`config.mk`:
```
export PLATFORM = sky130hd
export DESIGN_NAME = agh_obuf
export DESIGN_NICKNAME = d
export VERILOG_FILES = /design/src/design/agh_pkg.sv /design/src/design/agh_obuf.sv
export SDC_FILE = /design/constraint.sdc
export NUM_CORES = 1
export LEC_CHECK = 0
export CORE_UTILIZATION = 40
export DETAILED_ROUTE_END_ITERATION = 7
export DONT_BUFFER_PORTS = 1
export GPL_TIMING_DRIVEN = 0
export SYNTH_ARGS = -nofsm -noshare
export SYNTH_HDL_FRONTEND = slang
export SYNTH_SLANG_ARGS = --single-unit
```
`constraint.sdc`:
```
create_clock -name clk_i -period 24.6 [get_ports clk_i]
set_input_delay 3.69 -clock clk_i [delete_from_list [all_inputs] [get_ports clk_i]]
set_output_delay 3.69 -clock clk_i [all_outputs]
set_load 0.1 [all_outputs]
```
`src/design/agh_pkg.sv`:
```
// ----------------------------------------------------------------------------
// agh_pkg: shared types and constants of the audio timeline gap healer
// Conversion constants, register indexes, state encodings and the result
// record passed from the core to the output buffer.
// ----------------------------------------------------------------------------
package agh_pkg;

  localparam int unsigned DRIFT_FRAC_BITS = 16;

  localparam logic [29:0] NS_PER_S  = 30'd1_000_000_000;
  localparam logic [29:0] PPM_SCALE = 30'd1_000_000;
  localparam logic [62:0] MAX63     = {63{1'b1}};

  localparam int unsigned MUL_STEPS = 64;
  localparam int unsigned DIV_BITS  = 94;
  localparam int unsigned CNT_W     = 7;

  localparam logic [1:0] CFG_SAMPLE_RATE = 2'd0;
  localparam logic [1:0] CFG_JITTER_TOL  = 2'd1;
  localparam logic [1:0] CFG_MAX_GAP     = 2'd2;
  localparam logic [1:0] CFG_DRIFT_WIN   = 2'd3;

  typedef enum logic [1:0] {
    MD_IDLE,
    MD_MUL,
    MD_DIV
  } md_phase_e;

  typedef enum logic [3:0] {
    ST_IDLE,
    ST_EXP_WAIT,
    ST_CLASS,
    ST_DEC,
    ST_SIL_WAIT,
    ST_FRAME,
    ST_E_WAIT,
    ST_E_DONE,
    ST_MAG,
    ST_DR_WAIT,
    ST_ADD,
    ST_PUSH_SIL,
    ST_PUSH_FRM
  } core_state_e;

  typedef struct packed {
    logic [18:0] sample_rate;
    logic [29:0] jitter_tol;
    logic [33:0] max_gap;
    logic [31:0] drift_win;
  } cfg_t;

  typedef struct packed {
    logic        start;
    logic [63:0] a;
    logic [29:0] b;
    logic [62:0] d;
    logic        ext;
  } md_req_t;

  typedef struct packed {
    logic        done;
    logic [62:0] q;
    logic        ovf;
  } md_rsp_t;

  typedef struct packed {
    logic        is_silence;
    logic [31:0] seq;
    logic [62:0] time_ns;
    logic [23:0] samples;
    logic        gap_flag;
    logic        last;
    logic [31:0] drift;
    logic        drift_ok;
    logic [31:0] healed;
    logic [31:0] truncated;
    logic [31:0] overlaps;
    logic [47:0] silence_total;
  } item_t;

  function automatic logic [31:0] sat_inc32(input logic [31:0] v);
    sat_inc32 = (v == 32'hFFFF_FFFF) ? v : v + 32'd1;
  endfunction

  function automatic logic [63:0] sat_add64(input logic [63:0] v, input logic [23:0] n);
    logic [64:0] s;
    s = {1'b0, v} + {41'd0, n};
    sat_add64 = s[64] ? {64{1'b1}} : s[63:0];
  endfunction

endpackage

```
`src/design/agh_obuf.sv`:
```
// ----------------------------------------------------------------------------
// agh_obuf: two-entry result buffer
// Decouples the sequencer from the output handshake so that a frame can be
// taken in while earlier results still wait.
// ----------------------------------------------------------------------------
module agh_obuf import agh_pkg::*; (
  input  logic  clk_i,
  input  logic  rst_ni,
  input  logic  push_i,
  input  item_t item_i,
  output logic  space_o,
  output logic  out_valid_o,
  input  logic  out_ready_i,
  output item_t item_o
);

  item_t       ent_q [2];
  logic        wr_q, rd_q;
  logic [1:0]  cnt_q;
  logic        pop;

  assign pop         = out_valid_o && out_ready_i;
  assign out_valid_o = cnt_q != 2'd0;
  assign space_o     = cnt_q != 2'd2;
  assign item_o      = ent_q[rd_q];

  always_ff @(posedge clk_i or negedge rst_ni) begin
    if (!rst_ni) begin
      wr_q  <= 1'b0;
      rd_q  <= 1'b0;
      cnt_q <= 2'd0;
    end else begin
      if (push_i) begin
        wr_q <= ~wr_q;
      end
      if (pop) begin
        rd_q <= ~rd_q;
      end
      cnt_q <= cnt_q + {1'b0, push_i} - {1'b0, pop};
    end
  end

  always_ff @(posedge clk_i) begin
    if (push_i) begin
      ent_q[wr_q] <= item_i;
    end
  end

endmodule

```
==> flow_summary.json <==
{
  "clk-insertion-delay-late_ps": 610,
  "layout_min_cycle_time_ps": 5760,
  "first_pass_iters": 4,
  "route.vias.total": 8964,
  "routed_via_density": 5.06,
  "detail_route.wirelength_um": 45000,
  "finalMaxSlewViolations": 0,
  "critical_path.startpoint_type": "register",
  "drt_drc_violations_left": 0,
  "crit_arrival_ps": 2070,
  "detailedPlacementHpwl_um": 31900,
  "clk_transition_reported_paths_ps": 50,
  "multiInputGateArea_mm2": 0.00347,
  "timing_hold_violations_final": 0,
  "cts-root-buf": "sky130_fd_sc_hd__clkbuf_16",
  "final_core_util_pct": 46.6,
  "worst_margin_pin_slew_ps": 985,
  "required_ps": 20910,
  "rr_startpoint": "wr_q",
  "r2r_setup_slack_ps": 21890,
  "post_dp_cell_area_mm2": 0.0232,
  "syn_area_mm2": 0.0220,
  "floorplan.io_pins": 604,
  "floorplan.die.height_um": 236,
  "most_numerous_cell_in_the_yosys_netlist": "sky130_fd_sc_hd__edfxtp_1",
  "hold_path_end": "wr_q",
  "r2r_cells": 6,
  "status": "finished, final reports clean",
  "initial_core_util_pct": 40.7,
  "grt_use_total_pct": 15.6,
  "portBuffers": 0,
  "cts_buffers": 61,
  "path_class": "register to primary output",
  "synth_common_cells": "598 x sky130_fd_sc_hd__edfxtp_1, 299 x sky130_fd_sc_hd__mux2_2, 28 x sky130_fd_sc_hd__clkbuf_8",
  "grt_max_degree": 68,
  "post_cts_resized": 0,
  "die_w_um": 236,
  "finClkSkew_ps": 15.2,
  "hold-path-cell-count": 1,
  "netlist_top_cells_area": "sky130_fd_sc_hd__edfxtp_1 82%, sky130_fd_sc_hd__mux2_2 15%, sky130_fd_sc_hd__clkbuf_8 1.8%, sky130_fd_sc_hd__dfrtp_1 0.46%, sky130_fd_sc_hd__buf_6 0.26%",
  "synth.ff_latch_count": 602,
  "worstPathMaxFanout": 10,
  "crit_end_element": "primary output",
  "yosysUniqueCellTypes": 14,
  "globalRouteOverflowTotal": 0,
  "clk_path_buf_depth": 3,
  "synthesis.nets": 1252,
  "grt_first_pass_wirelength_um": 63600,
  "routedWlPerCell_um": 25.4,
  "antenna_found_initial": 2,
  "first_iter_violations": 425,
  "postSynth.topFlopCell": "sky130_fd_sc_hd__edfxtp_1",
  "gp_routability_congestion": 0.764,
  "max-cap-violations": 0,
  "tritoncts_num_sinks": 602,
  "finalCritPeriodShare_pct": 23.4,
  "cts_hold_repair.buffers": 0,
  "drt.antenna.violating_nets": 0,
  "instances_no_fill": 1771,
  "timing.setup.tns_ps": 0,
  "async_flop_share_pct": 0.664,
  "nFillCells": 4435,
  "r2r_end": "ent_q[0][187]",
  "max_clock_freq_ghz": 0.174,
  "holdCritStartpoint": "wr_q",
  "flow.area_growth_from_synthesis_pct": 14.6,
  "core_area_mm2": 0.0540,
  "grt_setup_unrepaired": "no",
  "first_global_vias": 9598,
  "synth_warnings": 0,
  "setup_viol": 0,
  "finalInstanceArea_mm2": 0.0252,
  "seqCellArea_mm2": 0.0181,
  "h-tree-depth": 2,
  "post_cts_setup_repair_bufs": 0,
  "dp.cells": 1659,
  "min-delay-path-class": "register to register",
  "rows": 85,
  "clock_tree_from_tritoncts": "done",
  "nets_final": 1331,
  "seq_area_frac_synth_pct": 82.2,
  "post_synth.cell_area_avg_um2": 23.2,
  "synthCells": 947,
  "synthDominantAreaCellType": "sky130_fd_sc_hd__edfxtp_1",
  "floorplan.die_area_mm2": 0.0558,
  "fraction_of_final_layout_cells_with_drive_strength_greater_than_1_pct": 40.8,
  "number_of_enable_flip_flop_cells_after_synthesis": 598,
  "worst_relative_slew_slack_pct": 34.2,
  "post-synth-top-area-fraction_pct": 81.8
}
flip-flops by register name, summed over array words and instances (netlist names):
signal / flops
cnt_q: 2
wr_q: 1
rd_q: 1
ent_q: 598
layer usage:
metal,GRT usage (%),part of all wire [%],up-vias
li1,-,-,3946
met1,14.8,32,4526
met2,27.3,52,406
met3,9.12,13,84
met4,5.84,2.8,2
met5,0,0.022,-
cell type report:
cell class	count	area share, %
Timing Repair Buffer	16	1.48
Sequential cell	602	71.7
Clock buffer	72	6.23
Antenna cell	2	0.0199
Inverter	2	0.0298
Buffer	33	1.75
Multi-Input combinational cell	310	13.8
Tap cell	696	3.46
Clock inverter	38	1.53
cells by family after synthesis:
kind of cell             Yosys count  synth area share, %
AND/OR/NAND/NOR                    4                0.103
adder cells (fa/ha/maj)            2                0.114
flip-flops                       602                 82.2
XOR/XNOR                           4                0.160
multiplexers                     299                 15.3
AO/OA/AOI/OAI                      1               0.0342
buffers and inverters             35                 2.05
cells in the final DEF (no fill, tap or decap), types with 7 or more instances in the layout:
| cell type | netlist | routed |
|---|---|---|
| sky130_fd_sc_hd__mux2_2 | 299 | 299 |
| sky130_fd_sc_hd__buf_12 | 0 | 9 |
| sky130_fd_sc_hd__buf_16 | 0 | 7 |
| sky130_fd_sc_hd__clkbuf_16 | 0 | 61 |
| sky130_fd_sc_hd__bufinv_16 | 0 | 7 |
| sky130_fd_sc_hd__clkinv_1 | 0 | 12 |
| sky130_fd_sc_hd__clkinv_2 | 0 | 9 |
| sky130_fd_sc_hd__clkbuf_1 | 0 | 11 |
| sky130_fd_sc_hd__edfxtp_1 | 598 | 598 |
| sky130_fd_sc_hd__clkbuf_8 | 28 | 28 |
critical path, cell delays in order (launching register included):
cell,delay [ps]
sky130_fd_sc_hd__dfrtp_1,410
sky130_fd_sc_hd__buf_6,220
sky130_fd_sc_hd__clkbuf_8,240
sky130_fd_sc_hd__mux2_2,580
worst max path at each step:
stage / to / cells past startpoint / slack, ps / startpoint
detailed placement: ent_q[0][173] / 6 / 18610 / push_i
floorplan: ent_q[0][0] / 1 / 7060 / push_i
global route: item_o[274] / 3 / 18730 / rd_q
global placement: ent_q[0][173] / 1 / -140 / push_i
CTS: item_o[274] / 3 / 18730 / rd_q
finish: item_o[274] / 3 / 18840 / rd_q
stage by stage:
stage	setup slack, ps	hold WS [ps]
CTS	18730	562
finish	18840	565
floorplan	7060	455
global placement	-135	471
global route	18730	602
detailed placement	18610	553
Power is not shown: default switching activity piles up to over one toggle a cycle in this logic, so the estimate is an artifact.
