==> src/design/agh_pkg.sv <==
// ----------------------------------------------------------------------------
// agh_pkg: shared types and constants of the audio timeline gap healer
// Conversion constants, register indexes, state encodings and the result
// record passed from the core to the output buffer.
// ----------------------------------------------------------------------------
package agh_pkg;

  localparam int unsigned DRIFT_FRAC_BITS = 16;

  localparam logic [29:0] NS_PER_S  = 30'd1_000_000_000;
  localparam logic [29:0] PPM_SCALE = 30'd1_000_000;
  localparam logic [62:0] MAX63     = {63{1'b1}};

  localparam int unsigned MUL_STEPS = 64;
  localparam int unsigned DIV_BITS  = 94;
  localparam int unsigned CNT_W     = 7;

  localparam logic [1:0] CFG_SAMPLE_RATE = 2'd0;
  localparam logic [1:0] CFG_JITTER_TOL  = 2'd1;
  localparam logic [1:0] CFG_MAX_GAP     = 2'd2;
  localparam logic [1:0] CFG_DRIFT_WIN   = 2'd3;

  typedef enum logic [1:0] {
    MD_IDLE,
    MD_MUL,
    MD_DIV
  } md_phase_e;

  typedef enum logic [3:0] {
    ST_IDLE,
    ST_EXP_WAIT,
    ST_CLASS,
    ST_DEC,
    ST_SIL_WAIT,
    ST_FRAME,
    ST_E_WAIT,
    ST_E_DONE,
    ST_MAG,
    ST_DR_WAIT,
    ST_ADD,
    ST_PUSH_SIL,
    ST_PUSH_FRM
  } core_state_e;

  typedef struct packed {
    logic [18:0] sample_rate;
    logic [29:0] jitter_tol;
    logic [33:0] max_gap;
    logic [31:0] drift_win;
  } cfg_t;

  typedef struct packed {
    logic        start;
    logic [63:0] a;
    logic [29:0] b;
    logic [62:0] d;
    logic        ext;
  } md_req_t;

  typedef struct packed {
    logic        done;
    logic [62:0] q;
    logic        ovf;
  } md_rsp_t;

  typedef struct packed {
    logic        is_silence;
    logic [31:0] seq;
    logic [62:0] time_ns;
    logic [23:0] samples;
    logic        gap_flag;
    logic        last;
    logic [31:0] drift;
    logic        drift_ok;
    logic [31:0] healed;
    logic [31:0] truncated;
    logic [31:0] overlaps;
    logic [47:0] silence_total;
  } item_t;

  function automatic logic [31:0] sat_inc32(input logic [31:0] v);
    sat_inc32 = (v == 32'hFFFF_FFFF) ? v : v + 32'd1;
  endfunction

  function automatic logic [63:0] sat_add64(input logic [63:0] v, input logic [23:0] n);
    logic [64:0] s;
    s = {1'b0, v} + {41'd0, n};
    sat_add64 = s[64] ? {64{1'b1}} : s[63:0];
  endfunction

endpackage

==> src/design/agh_muldiv.sv <==
// ----------------------------------------------------------------------------
// agh_muldiv: bit-serial multiply then divide unit
// Computes floor(a * b * 2^s / d) with s zero or the drift fraction bits,
// one multiplier bit and then one dividend bit per cycle.
// ----------------------------------------------------------------------------
module agh_muldiv import agh_pkg::*; (
  input  logic    clk_i,
  input  logic    rst_ni,
  input  md_req_t req_i,
  output md_rsp_t rsp_o
);

  md_phase_e        ph_q, ph_d;
  logic [CNT_W-1:0] cnt_q, cnt_d;
  logic [63:0]      a_q, a_d;
  logic [29:0]      b_q, b_d;
  logic [62:0]      d_q, d_d;
  logic             ext_q, ext_d;
  logic [94:0]      acc_q, acc_d;
  logic [62:0]      rem_q, rem_d;
  logic [62:0]      quo_q, quo_d;
  logic             ovf_q, ovf_d;
  logic             done_q, done_d;
  logic [30:0]      sum;
  logic [63:0]      rem_s, diff;
  logic             ge;

  always_ff @(posedge clk_i or negedge rst_ni) begin
    if (!rst_ni) begin
      ph_q   <= MD_IDLE;
      cnt_q  <= '0;
      done_q <= 1'b0;
    end else begin
      ph_q   <= ph_d;
      cnt_q  <= cnt_d;
      done_q <= done_d;
    end
  end

  always_ff @(posedge clk_i) begin
    a_q   <= a_d;
    b_q   <= b_d;
    d_q   <= d_d;
    ext_q <= ext_d;
    acc_q <= acc_d;
    rem_q <= rem_d;
    quo_q <= quo_d;
    ovf_q <= ovf_d;
  end

  always_comb begin
    ph_d   = ph_q;
    cnt_d  = cnt_q;
    a_d    = a_q;
    b_d    = b_q;
    d_d    = d_q;
    ext_d  = ext_q;
    acc_d  = acc_q;
    rem_d  = rem_q;
    quo_d  = quo_q;
    ovf_d  = ovf_q;
    done_d = 1'b0;
    sum    = acc_q[94:64] + (a_q[0] ? {1'b0, b_q} : 31'd0);
    rem_s  = {rem_q, acc_q[93]};
    diff   = rem_s - {1'b0, d_q};
    ge     = rem_s >= {1'b0, d_q};
    unique case (ph_q)
      MD_IDLE: begin
        if (req_i.start) begin
          a_d   = req_i.a;
          b_d   = req_i.b;
          d_d   = req_i.d;
          ext_d = req_i.ext;
          acc_d = '0;
          rem_d = '0;
          quo_d = '0;
          ovf_d = 1'b0;
          cnt_d = CNT_W'(MUL_STEPS - 1);
          ph_d  = MD_MUL;
        end
      end
      MD_MUL: begin
        acc_d = {1'b0, sum, acc_q[63:1]};
        a_d   = {1'b0, a_q[63:1]};
        if (cnt_q == '0) begin
          ph_d  = MD_DIV;
          cnt_d = ext_q ? CNT_W'(DIV_BITS + DRIFT_FRAC_BITS - 1) : CNT_W'(DIV_BITS - 1);
        end else begin
          cnt_d = cnt_q - CNT_W'(1);
        end
      end
      MD_DIV: begin
        acc_d = {acc_q[93:0], 1'b0};
        rem_d = ge ? diff[62:0] : rem_s[62:0];
        quo_d = {quo_q[61:0], ge};
        ovf_d = ovf_q | quo_q[62];
        if (cnt_q == '0) begin
          ph_d   = MD_IDLE;
          done_d = 1'b1;
        end else begin
          cnt_d = cnt_q - CNT_W'(1);
        end
      end
      default: ph_d = MD_IDLE;
    endcase
  end

  assign rsp_o.done = done_q;
  assign rsp_o.q    = quo_q;
  assign rsp_o.ovf  = ovf_q;

endmodule

==> src/design/agh_core.sv <==
// ----------------------------------------------------------------------------
// agh_core: timeline sequencer of the gap healer
// Holds the anchor, drift and counter state, drives the serial unit through
// the conversions of one frame and pushes its results to the output buffer.
// ----------------------------------------------------------------------------
module agh_core import agh_pkg::*; (
  input  logic        clk_i,
  input  logic        rst_ni,
  input  cfg_t        cfg_i,
  input  logic        in_valid_i,
  output logic        in_ready_o,
  input  logic [62:0] start_time_ns_i,
  input  logic [15:0] frame_samples_i,
  input  logic        gap_flag_in_i,
  output logic        push_o,
  output item_t       item_o,
  input  logic        space_i
);

  core_state_e st_q, st_d;
  logic        anchored_q, anchored_d;
  logic [62:0] anchor_q, anchor_d;
  logic [63:0] ssa_q, ssa_d;
  logic [62:0] dref_t_q, dref_t_d;
  logic [63:0] dref_s_q, dref_s_d;
  logic [31:0] seq_q, seq_d;
  logic [31:0] drift_q, drift_d;
  logic        drift_ok_q, drift_ok_d;
  logic [31:0] healed_q, healed_d;
  logic [31:0] trunc_cnt_q, trunc_cnt_d;
  logic [31:0] overlap_q, overlap_d;
  logic [47:0] sil_tot_q, sil_tot_d;

  logic [62:0] t_q, t_d;
  logic [15:0] fs_q, fs_d;
  logic        flag_q, flag_d;
  logic [62:0] exp_q, exp_d;
  logic [62:0] dmag_q, dmag_d;
  logic        late_q, late_d;
  logic        trunc_q, trunc_d;
  logic        sil_pend_q, sil_pend_d;
  logic [31:0] sil_seq_q, sil_seq_d;
  logic [23:0] sil_n_q, sil_n_d;
  logic [31:0] frm_seq_q, frm_seq_d;
  logic [62:0] e_q, e_d;
  logic [62:0] mm_q, mm_d;
  logic        mneg_q, mneg_d;
  logic        dneg_q, dneg_d;

  md_req_t     md_req;
  md_rsp_t     md_rsp;
  logic [18:0] rate;
  logic [63:0] exp_sum;
  logic [62:0] ns_sat;
  logic [63:0] s_diff;
  logic [63:0] mag;
  logic        mag_neg;
  logic [48:0] tot_sum;
  logic        qbig;

  agh_muldiv u_muldiv (
    .clk_i  (clk_i),
    .rst_ni (rst_ni),
    .req_i  (md_req),
    .rsp_o  (md_rsp)
  );

  always_ff @(posedge clk_i or negedge rst_ni) begin
    if (!rst_ni) begin
      st_q        <= ST_IDLE;
      anchored_q  <= 1'b0;
      anchor_q    <= '0;
      ssa_q       <= '0;
      dref_t_q    <= '0;
      dref_s_q    <= '0;
      seq_q       <= '0;
      drift_q     <= '0;
      drift_ok_q  <= 1'b0;
      healed_q    <= '0;
      trunc_cnt_q <= '0;
      overlap_q   <= '0;
      sil_tot_q   <= '0;
      sil_pend_q  <= 1'b0;
    end else begin
      st_q        <= st_d;
      anchored_q  <= anchored_d;
      anchor_q    <= anchor_d;
      ssa_q       <= ssa_d;
      dref_t_q    <= dref_t_d;
      dref_s_q    <= dref_s_d;
      seq_q       <= seq_d;
      drift_q     <= drift_d;
      drift_ok_q  <= drift_ok_d;
      healed_q    <= healed_d;
      trunc_cnt_q <= trunc_cnt_d;
      overlap_q   <= overlap_d;
      sil_tot_q   <= sil_tot_d;
      sil_pend_q  <= sil_pend_d;
    end
  end

  always_ff @(posedge clk_i) begin
    t_q       <= t_d;
    fs_q      <= fs_d;
    flag_q    <= flag_d;
    exp_q     <= exp_d;
    dmag_q    <= dmag_d;
    late_q    <= late_d;
    trunc_q   <= trunc_d;
    sil_seq_q <= sil_seq_d;
    sil_n_q   <= sil_n_d;
    frm_seq_q <= frm_seq_d;
    e_q       <= e_d;
    mm_q      <= mm_d;
    mneg_q    <= mneg_d;
    dneg_q    <= dneg_d;
  end

  assign rate   = (cfg_i.sample_rate == '0) ? 19'd1 : cfg_i.sample_rate;
  assign ns_sat = md_rsp.ovf ? MAX63 : md_rsp.q;

  always_comb begin
    st_d        = st_q;
    anchored_d  = anchored_q;
    anchor_d    = anchor_q;
    ssa_d       = ssa_q;
    dref_t_d    = dref_t_q;
    dref_s_d    = dref_s_q;
    seq_d       = seq_q;
    drift_d     = drift_q;
    drift_ok_d  = drift_ok_q;
    healed_d    = healed_q;
    trunc_cnt_d = trunc_cnt_q;
    overlap_d   = overlap_q;
    sil_tot_d   = sil_tot_q;
    sil_pend_d  = sil_pend_q;
    t_d         = t_q;
    fs_d        = fs_q;
    flag_d      = flag_q;
    exp_d       = exp_q;
    dmag_d      = dmag_q;
    late_d      = late_q;
    trunc_d     = trunc_q;
    sil_seq_d   = sil_seq_q;
    sil_n_d     = sil_n_q;
    frm_seq_d   = frm_seq_q;
    e_d         = e_q;
    mm_d        = mm_q;
    mneg_d      = mneg_q;
    dneg_d      = dneg_q;
    in_ready_o  = 1'b0;
    push_o      = 1'b0;
    md_req      = '0;
    exp_sum     = {1'b0, anchor_q} + {1'b0, ns_sat};
    s_diff      = ssa_q - dref_s_q;
    tot_sum     = {1'b0, sil_tot_q} + {25'd0, md_rsp.q[23:0]};
    qbig        = md_rsp.ovf | (md_rsp.q[62:31] != '0);
    mag         = '0;
    mag_neg     = 1'b1;
    if (mneg_q) begin
      mag = {1'b0, mm_q} + {1'b0, e_q};
    end else if (mm_q >= e_q) begin
      mag     = {1'b0, mm_q - e_q};
      mag_neg = 1'b0;
    end else begin
      mag = {1'b0, e_q - mm_q};
    end

    item_o.is_silence    = 1'b0;
    item_o.seq           = frm_seq_q;
    item_o.time_ns       = t_q;
    item_o.samples       = {8'd0, fs_q};
    item_o.gap_flag      = flag_q;
    item_o.last          = 1'b1;
    item_o.drift         = drift_q;
    item_o.drift_ok      = drift_ok_q;
    item_o.healed        = healed_q;
    item_o.truncated     = trunc_cnt_q;
    item_o.overlaps      = overlap_q;
    item_o.silence_total = sil_tot_q;

    unique case (st_q)
      ST_IDLE: begin
        in_ready_o = 1'b1;
        sil_pend_d = 1'b0;
        if (in_valid_i) begin
          t_d    = start_time_ns_i;
          fs_d   = frame_samples_i;
          flag_d = gap_flag_in_i;
          if (anchored_q) begin
            md_req.start = 1'b1;
            md_req.a     = ssa_q;
            md_req.b     = NS_PER_S;
            md_req.d     = {44'd0, rate};
            st_d         = ST_EXP_WAIT;
          end else begin
            anchored_d = 1'b1;
            anchor_d   = start_time_ns_i;
            ssa_d      = '0;
            dref_t_d   = start_time_ns_i;
            dref_s_d   = '0;
            st_d       = ST_FRAME;
          end
        end
      end
      ST_EXP_WAIT: begin
        if (md_rsp.done) begin
          exp_d = exp_sum[63] ? MAX63 : exp_sum[62:0];
          st_d  = ST_CLASS;
        end
      end
      ST_CLASS: begin
        late_d = t_q > exp_q;
        dmag_d = (t_q > exp_q) ? t_q - exp_q : exp_q - t_q;
        st_d   = ST_DEC;
      end
      ST_DEC: begin
        st_d = ST_FRAME;
        if (late_q && ((dmag_q > {33'd0, cfg_i.jitter_tol}) || flag_q)) begin
          trunc_d      = dmag_q > {29'd0, cfg_i.max_gap};
          md_req.start = 1'b1;
          md_req.a     = (dmag_q > {29'd0, cfg_i.max_gap}) ? {30'd0, cfg_i.max_gap}
                                                          : {1'b0, dmag_q};
          md_req.b     = {11'd0, rate};
          md_req.d     = {33'd0, NS_PER_S};
          st_d         = ST_SIL_WAIT;
        end else if (!late_q && (dmag_q > {33'd0, cfg_i.jitter_tol})) begin
          overlap_d  = sat_inc32(overlap_q);
          anchor_d   = t_q;
          ssa_d      = '0;
          dref_t_d   = t_q;
          dref_s_d   = '0;
          flag_d     = 1'b1;
        end
      end
      ST_SIL_WAIT: begin
        if (md_rsp.done) begin
          if (md_rsp.q != '0) begin
            sil_pend_d = 1'b1;
            sil_seq_d  = seq_q;
            sil_n_d    = md_rsp.q[23:0];
            seq_d      = seq_q + 32'd1;
            sil_tot_d  = tot_sum[48] ? {48{1'b1}} : tot_sum[47:0];
            ssa_d      = sat_add64(ssa_q, md_rsp.q[23:0]);
          end
          if (trunc_q) begin
            trunc_cnt_d = sat_inc32(trunc_cnt_q);
            anchor_d    = t_q;
            ssa_d       = '0;
            dref_t_d    = t_q;
            dref_s_d    = '0;
            flag_d      = 1'b1;
          end else begin
            healed_d = sat_inc32(healed_q);
            flag_d   = 1'b0;
          end
          st_d = ST_FRAME;
        end
      end
      ST_FRAME: begin
        frm_seq_d = seq_q;
        seq_d     = seq_q + 32'd1;
        if (s_diff >= {32'd0, cfg_i.drift_win}) begin
          md_req.start = 1'b1;
          md_req.a     = s_diff;
          md_req.b     = NS_PER_S;
          md_req.d     = {44'd0, rate};
          st_d         = ST_E_WAIT;
        end else begin
          st_d = ST_ADD;
        end
      end
      ST_E_WAIT: begin
        if (md_rsp.done) begin
          e_d  = ns_sat;
          st_d = ST_E_DONE;
        end
      end
      ST_E_DONE: begin
        if (e_q == '0) begin
          dref_t_d = t_q;
          dref_s_d = ssa_q;
          st_d     = ST_ADD;
        end else begin
          mneg_d = t_q < dref_t_q;
          mm_d   = (t_q < dref_t_q) ? dref_t_q - t_q : t_q - dref_t_q;
          st_d   = ST_MAG;
        end
      end
      ST_MAG: begin
        dneg_d       = mag_neg;
        md_req.start = 1'b1;
        md_req.a     = mag;
        md_req.b     = PPM_SCALE;
        md_req.d     = e_q;
        md_req.ext   = 1'b1;
        st_d         = ST_DR_WAIT;
      end
      ST_DR_WAIT: begin
        if (md_rsp.done) begin
          if (dneg_q) begin
            drift_d = qbig ? 32'h8000_0000 : 32'd0 - md_rsp.q[31:0];
          end else begin
            drift_d = (qbig || (md_rsp.q[30:0] == {31{1'b1}})) ? 32'h7FFF_FFFF
                                                               : md_rsp.q[31:0];
          end
          drift_ok_d = 1'b1;
          dref_t_d   = t_q;
          dref_s_d   = ssa_q;
          st_d       = ST_ADD;
        end
      end
      ST_ADD: begin
        ssa_d = sat_add64(ssa_q, {8'd0, fs_q});
        st_d  = sil_pend_q ? ST_PUSH_SIL : ST_PUSH_FRM;
      end
      ST_PUSH_SIL: begin
        item_o.is_silence = 1'b1;
        item_o.seq        = sil_seq_q;
        item_o.time_ns    = exp_q;
        item_o.samples    = sil_n_q;
        item_o.gap_flag   = 1'b1;
        item_o.last       = 1'b0;
        if (space_i) begin
          push_o = 1'b1;
          st_d   = ST_PUSH_FRM;
        end
      end
      ST_PUSH_FRM: begin
        if (space_i) begin
          push_o = 1'b1;
          st_d   = ST_IDLE;
        end
      end
      default: st_d = ST_IDLE;
    endcase
  end

endmodule

==> config.mk <==
export PLATFORM = sky130hd
export DESIGN_NAME = agh_core
export DESIGN_NICKNAME = d
export VERILOG_FILES = /design/src/design/agh_pkg.sv /design/src/design/agh_muldiv.sv /design/src/design/agh_core.sv
export SDC_FILE = /design/constraint.sdc
export NUM_CORES = 2
export LEC_CHECK = 0
export ABC_AREA = 0
export BUFFER_PORTS_ARGS = -buffer_cell sky130_fd_sc_hd__buf_2
export CAP_MARGIN = 20
export CORE_MARGIN = 1.5
export CORE_UTILIZATION = 40
export DETAILED_ROUTE_END_ITERATION = 7
export SYNTH_ARGS = -nofsm -noshare
export SYNTH_HDL_FRONTEND = slang
export SYNTH_HIERARCHICAL = 1
export SYNTH_SLANG_ARGS = --single-unit
==> constraint.sdc <==
create_clock -name clk_i -period 19.8 [get_ports clk_i]
set_input_delay 1.98 -clock clk_i [delete_from_list [all_inputs] [get_ports clk_i]]
set_output_delay 1.98 -clock clk_i [all_outputs]
set_load 0.01 [all_outputs]
==> run summary <==
Worst hold slack: 0.465 ns
Final hold vios: 0
Clock root buffer master: clkbuf_16
Synthesized area: 99,200 µm²
P_leak: 46.8 nW
Congestion Overflow GR: 0
Ratio of cells with drive above 1 in the final layout: 10.4%
Worst Max-Slew Pin Slew: 1.25 ns
Max clock buf depth: 3
Pre-CTS setup slack: 11.38 ns
# resized after CTS: 0
Core area: 246,000 µm²
Power after layout: 5.95 mW
DR iter-0 viols: 10,800
Fin Setup TNS: 0 ns
Pint: 4.59 mW
Combinational Power Share: 1.7%
Die height: 501 µm
Kind of critical path: flip-flop to flip-flop
Status: complete, no violations
HP Start: drift_ok_q
Reg2Reg Depth: 26
Max-Cap Viols: 0
Via count: 91,800
Total wire length: 414,000 µm
WL/cell: 27.3 µm
CP Data Required Time: 20.27 ns
RePlAce Congestion: 1.03
Number of synthesized flops with an enable pin: 804
Post-CTS Setup Inserts: 0
Post-DP Area: 105,000 µm²
Sw Pwr: 1.36 mW
R2r setup slk: 11.38 ns
Max IR drop VDD: 0.0859 mV
Leading area contributor after synthesis: edfxtp_1
IO Count: 500
Initial antenna violation count: 42
IO Port Bufs: 499
Fin crit share: 42.5%
Yosys cell types: 127
Hold EP: drift_ok_q
Syn Inst Count: 11,500
Min cycle time layout: 8.42 ns
Synth Area per Inst: 8.65 µm²
Worst-skew pair later-pin latency: 0.85 ns
Post-route DRC: 0
Syn. warnings: 6
CTS tree: yes
Main synth FF type: edfxtp_1
Largest net degree at the start of global routing: 94
Fmax achieved: 119 MHz
Nets: 12,700
Unrepaired setup endpoints after global routing: false
Worst min path class: flip-flop to flip-flop
Share of flip-flops with an asynchronous set or reset: 37.3%
Die Area: 251,000 µm²
Synth area leaders: edfxtp_1, dfrtp_1, ha_1, a21oi_1, nand2_1
CTS sink cnt: 1,283
GRT Total Usage: 32.0%
Antenna Nets Post-Route: 0
Most common cell after layout, fill and taps aside: a21oi_1
Synth-to-layout area growth: 11.2%
Final setup skew: 0.0762 ns
Pwr dens: 53.9 nW/µm²
Final setup margin: 11.38 ns
First-pass GRT wire length: 598,000 µm
Arrival @ worst endpoint: 8.89 ns
Clock Power Share: 50.9%
# setup viols final: 0
Worst-path clk slew: 0.06 ns
Die X: 501 µm
DRT Pass-1 Iters: 7
Max Slew Vio Count: 0
Post-DP HPWL: 326,000 µm
Sequential-to-total area share from yosys stat: 36.4%
Slew HR: 16.2%
Placed Instances: 14,900
Critical R2R Capture: u_muldiv/d_q[46]
Post-synth top area share: 24.3%
CP Launch Type: flip-flop
Hold Path Cell Cnt: 1
FF-to-FF Start: ssa_q[0]
Sequential share of power: 47.5%
Initial core utilization: 40.3%
Post-Layout Cell Count: 15,200
Commonest non-fill, non-tap cells in the layout: a21oi_1, nand2_1, nor2_1
Number of CTS-inserted buffers: 156
H-tree levels: 4
Finished Cell Area: 110,000 µm²
Number of synthesized register bits: 1,283
Site Rows: 182
Switching Share: 22.8%
Number of global-route vias before repair: 87,400
Fin util: 44.8%
Crit end category: flip-flop
Via density: 6.05
Crit path max fanout: 58
Cts hold-fix bufs: 0
[critical path, stage by stage, from the launching register on]
cell	delay, ns
dfrtp_1	0.46
inv_1	0.08
ha_1	0.23
fa_1	0.41
nand2b_1	0.19
a21oi_1	0.35
nor2_1	0.13
o21ai_0	0.24
and2_1	0.20
a21oi_1	0.10
o21ai_0	0.33
xor2_1	0.39
ha_1	0.31
and4_1	0.21
o2111ai_1	0.11
a2111oi_1	0.08
buf_4	0.16
nor4b_1	0.80
nand4_1	0.32
nor4_2	0.56
nor2_4	0.03
buf_4	0.32
nor3_2	0.44
nand2_1	0.16
nand2_1	0.24
clkinv_2	0.57
buf_4	0.58
[Yosys cell counts, drive strengths merged (32+ instances only)]
master and n:
a211oi 114, a21o 303, a21oi 1146, a221oi 32, a22o 82, a31oi 142
and2 190, and3 97, buf 135, clkbuf 457, dfrtp 479, edfxtp 804
ha 828, inv 788, mux2 107, mux2i 187, nand2 1129, nand2b 88
nand3 310, nand4 204, nor2 1001, nor2b 82, nor3 178, nor4 98
o211ai 73, o21a 97, o21ai 825, o21bai 134, o221ai 34, o22ai 43
o31ai 66, or2 91, or3 59, xnor2 385, xor2 191
[state kept, by name, indices dropped and copies added, names as in the netlist, 48 cells and up]
name,cells
dref_t_q,63
anchor_q,63
sil_tot_q,48
u_muldiv/a_q,64
u_muldiv/acc_q,95
exp_q,63
u_muldiv/d_q,63
t_q,63
dref_s_q,64
mm_q,63
ssa_q,64
e_q,63
dmag_q,63
u_muldiv/quo_q,63
u_muldiv/rem_q,63
[metal layers]
| layer | global-route usage, % | up-vias | share of wire (%) |
|---|---|---|---|
| met5 | 0 | - | 0.021 |
| met4 | 14.4 | 14 | 4.7 |
| met3 | 5.74 | 690 | 8.3 |
| met2 | 48.5 | 4116 | 44 |
| met1 | 44.1 | 45100 | 43 |
| li1 | - | 41900 | - |
[layout make-up]
class	count	area (µm²)
Fill cell	24200	136000
Multi-Input combinational cell	8805	57800
Sequential cell	1283	36100
Clock buffer	214	4440
Tap cell	3312	4140
Timing Repair Buffer	664	3770
Inverter	791	2980
Clock inverter	79	1000
Antenna cell	35	87.6
[power groups by stage]
| stage | Combinational (mW) | Sequential (mW) | Clock [mW] |
|---|---|---|---|
| 2_1_floorplan | 0.0270 | 2.88 | 0 |
| 3_3_place_gp | 0.0972 | 2.88 | 0 |
| 3_5_place_dp | 0.0993 | 2.88 | 0 |
| 4_1_cts | 0.0999 | 2.82 | 3.08 |
| 5_1_grt | 0.109 | 2.82 | 3.17 |
| 6_report | 0.0990 | 2.83 | 3.03 |
[logic make-up (layout without fill, tap and decap cells)]
logic type | count (synthesis) | count (layout) | synth area share (%)
simple gates | 3631 | 3631 | 17.2
mux | 294 | 294 | 3.10
fa+ha+maj | 842 | 842 | 10.7
xor+xnor | 576 | 576 | 5.09
flops | 1283 | 1283 | 36.4
other cells | 1 | 38 | 0.00378
buf+inv | 1385 | 1748 | 5.55
compound gates | 3459 | 3459 | 21.9
[worst max-delay path by stage]
stage | depth (start not counted) | startpoint | slack (ns) | endpoint
3_3_place_gp | 30 | ssa_q[0] | 11.51 | u_muldiv/d_q[40]
3_5_place_dp | 30 | ssa_q[0] | 11.38 | u_muldiv/d_q[47]
5_1_grt | 30 | ssa_q[0] | 10.73 | u_muldiv/d_q[51]
4_1_cts | 30 | ssa_q[0] | 11.35 | u_muldiv/d_q[46]
6_report | 26 | ssa_q[0] | 11.38 | u_muldiv/d_q[46]
2_1_floorplan | 5 | u_muldiv/ph_q[0] | 8.99 | u_muldiv/ovf_q
Power figures use the tool's default switching activity.
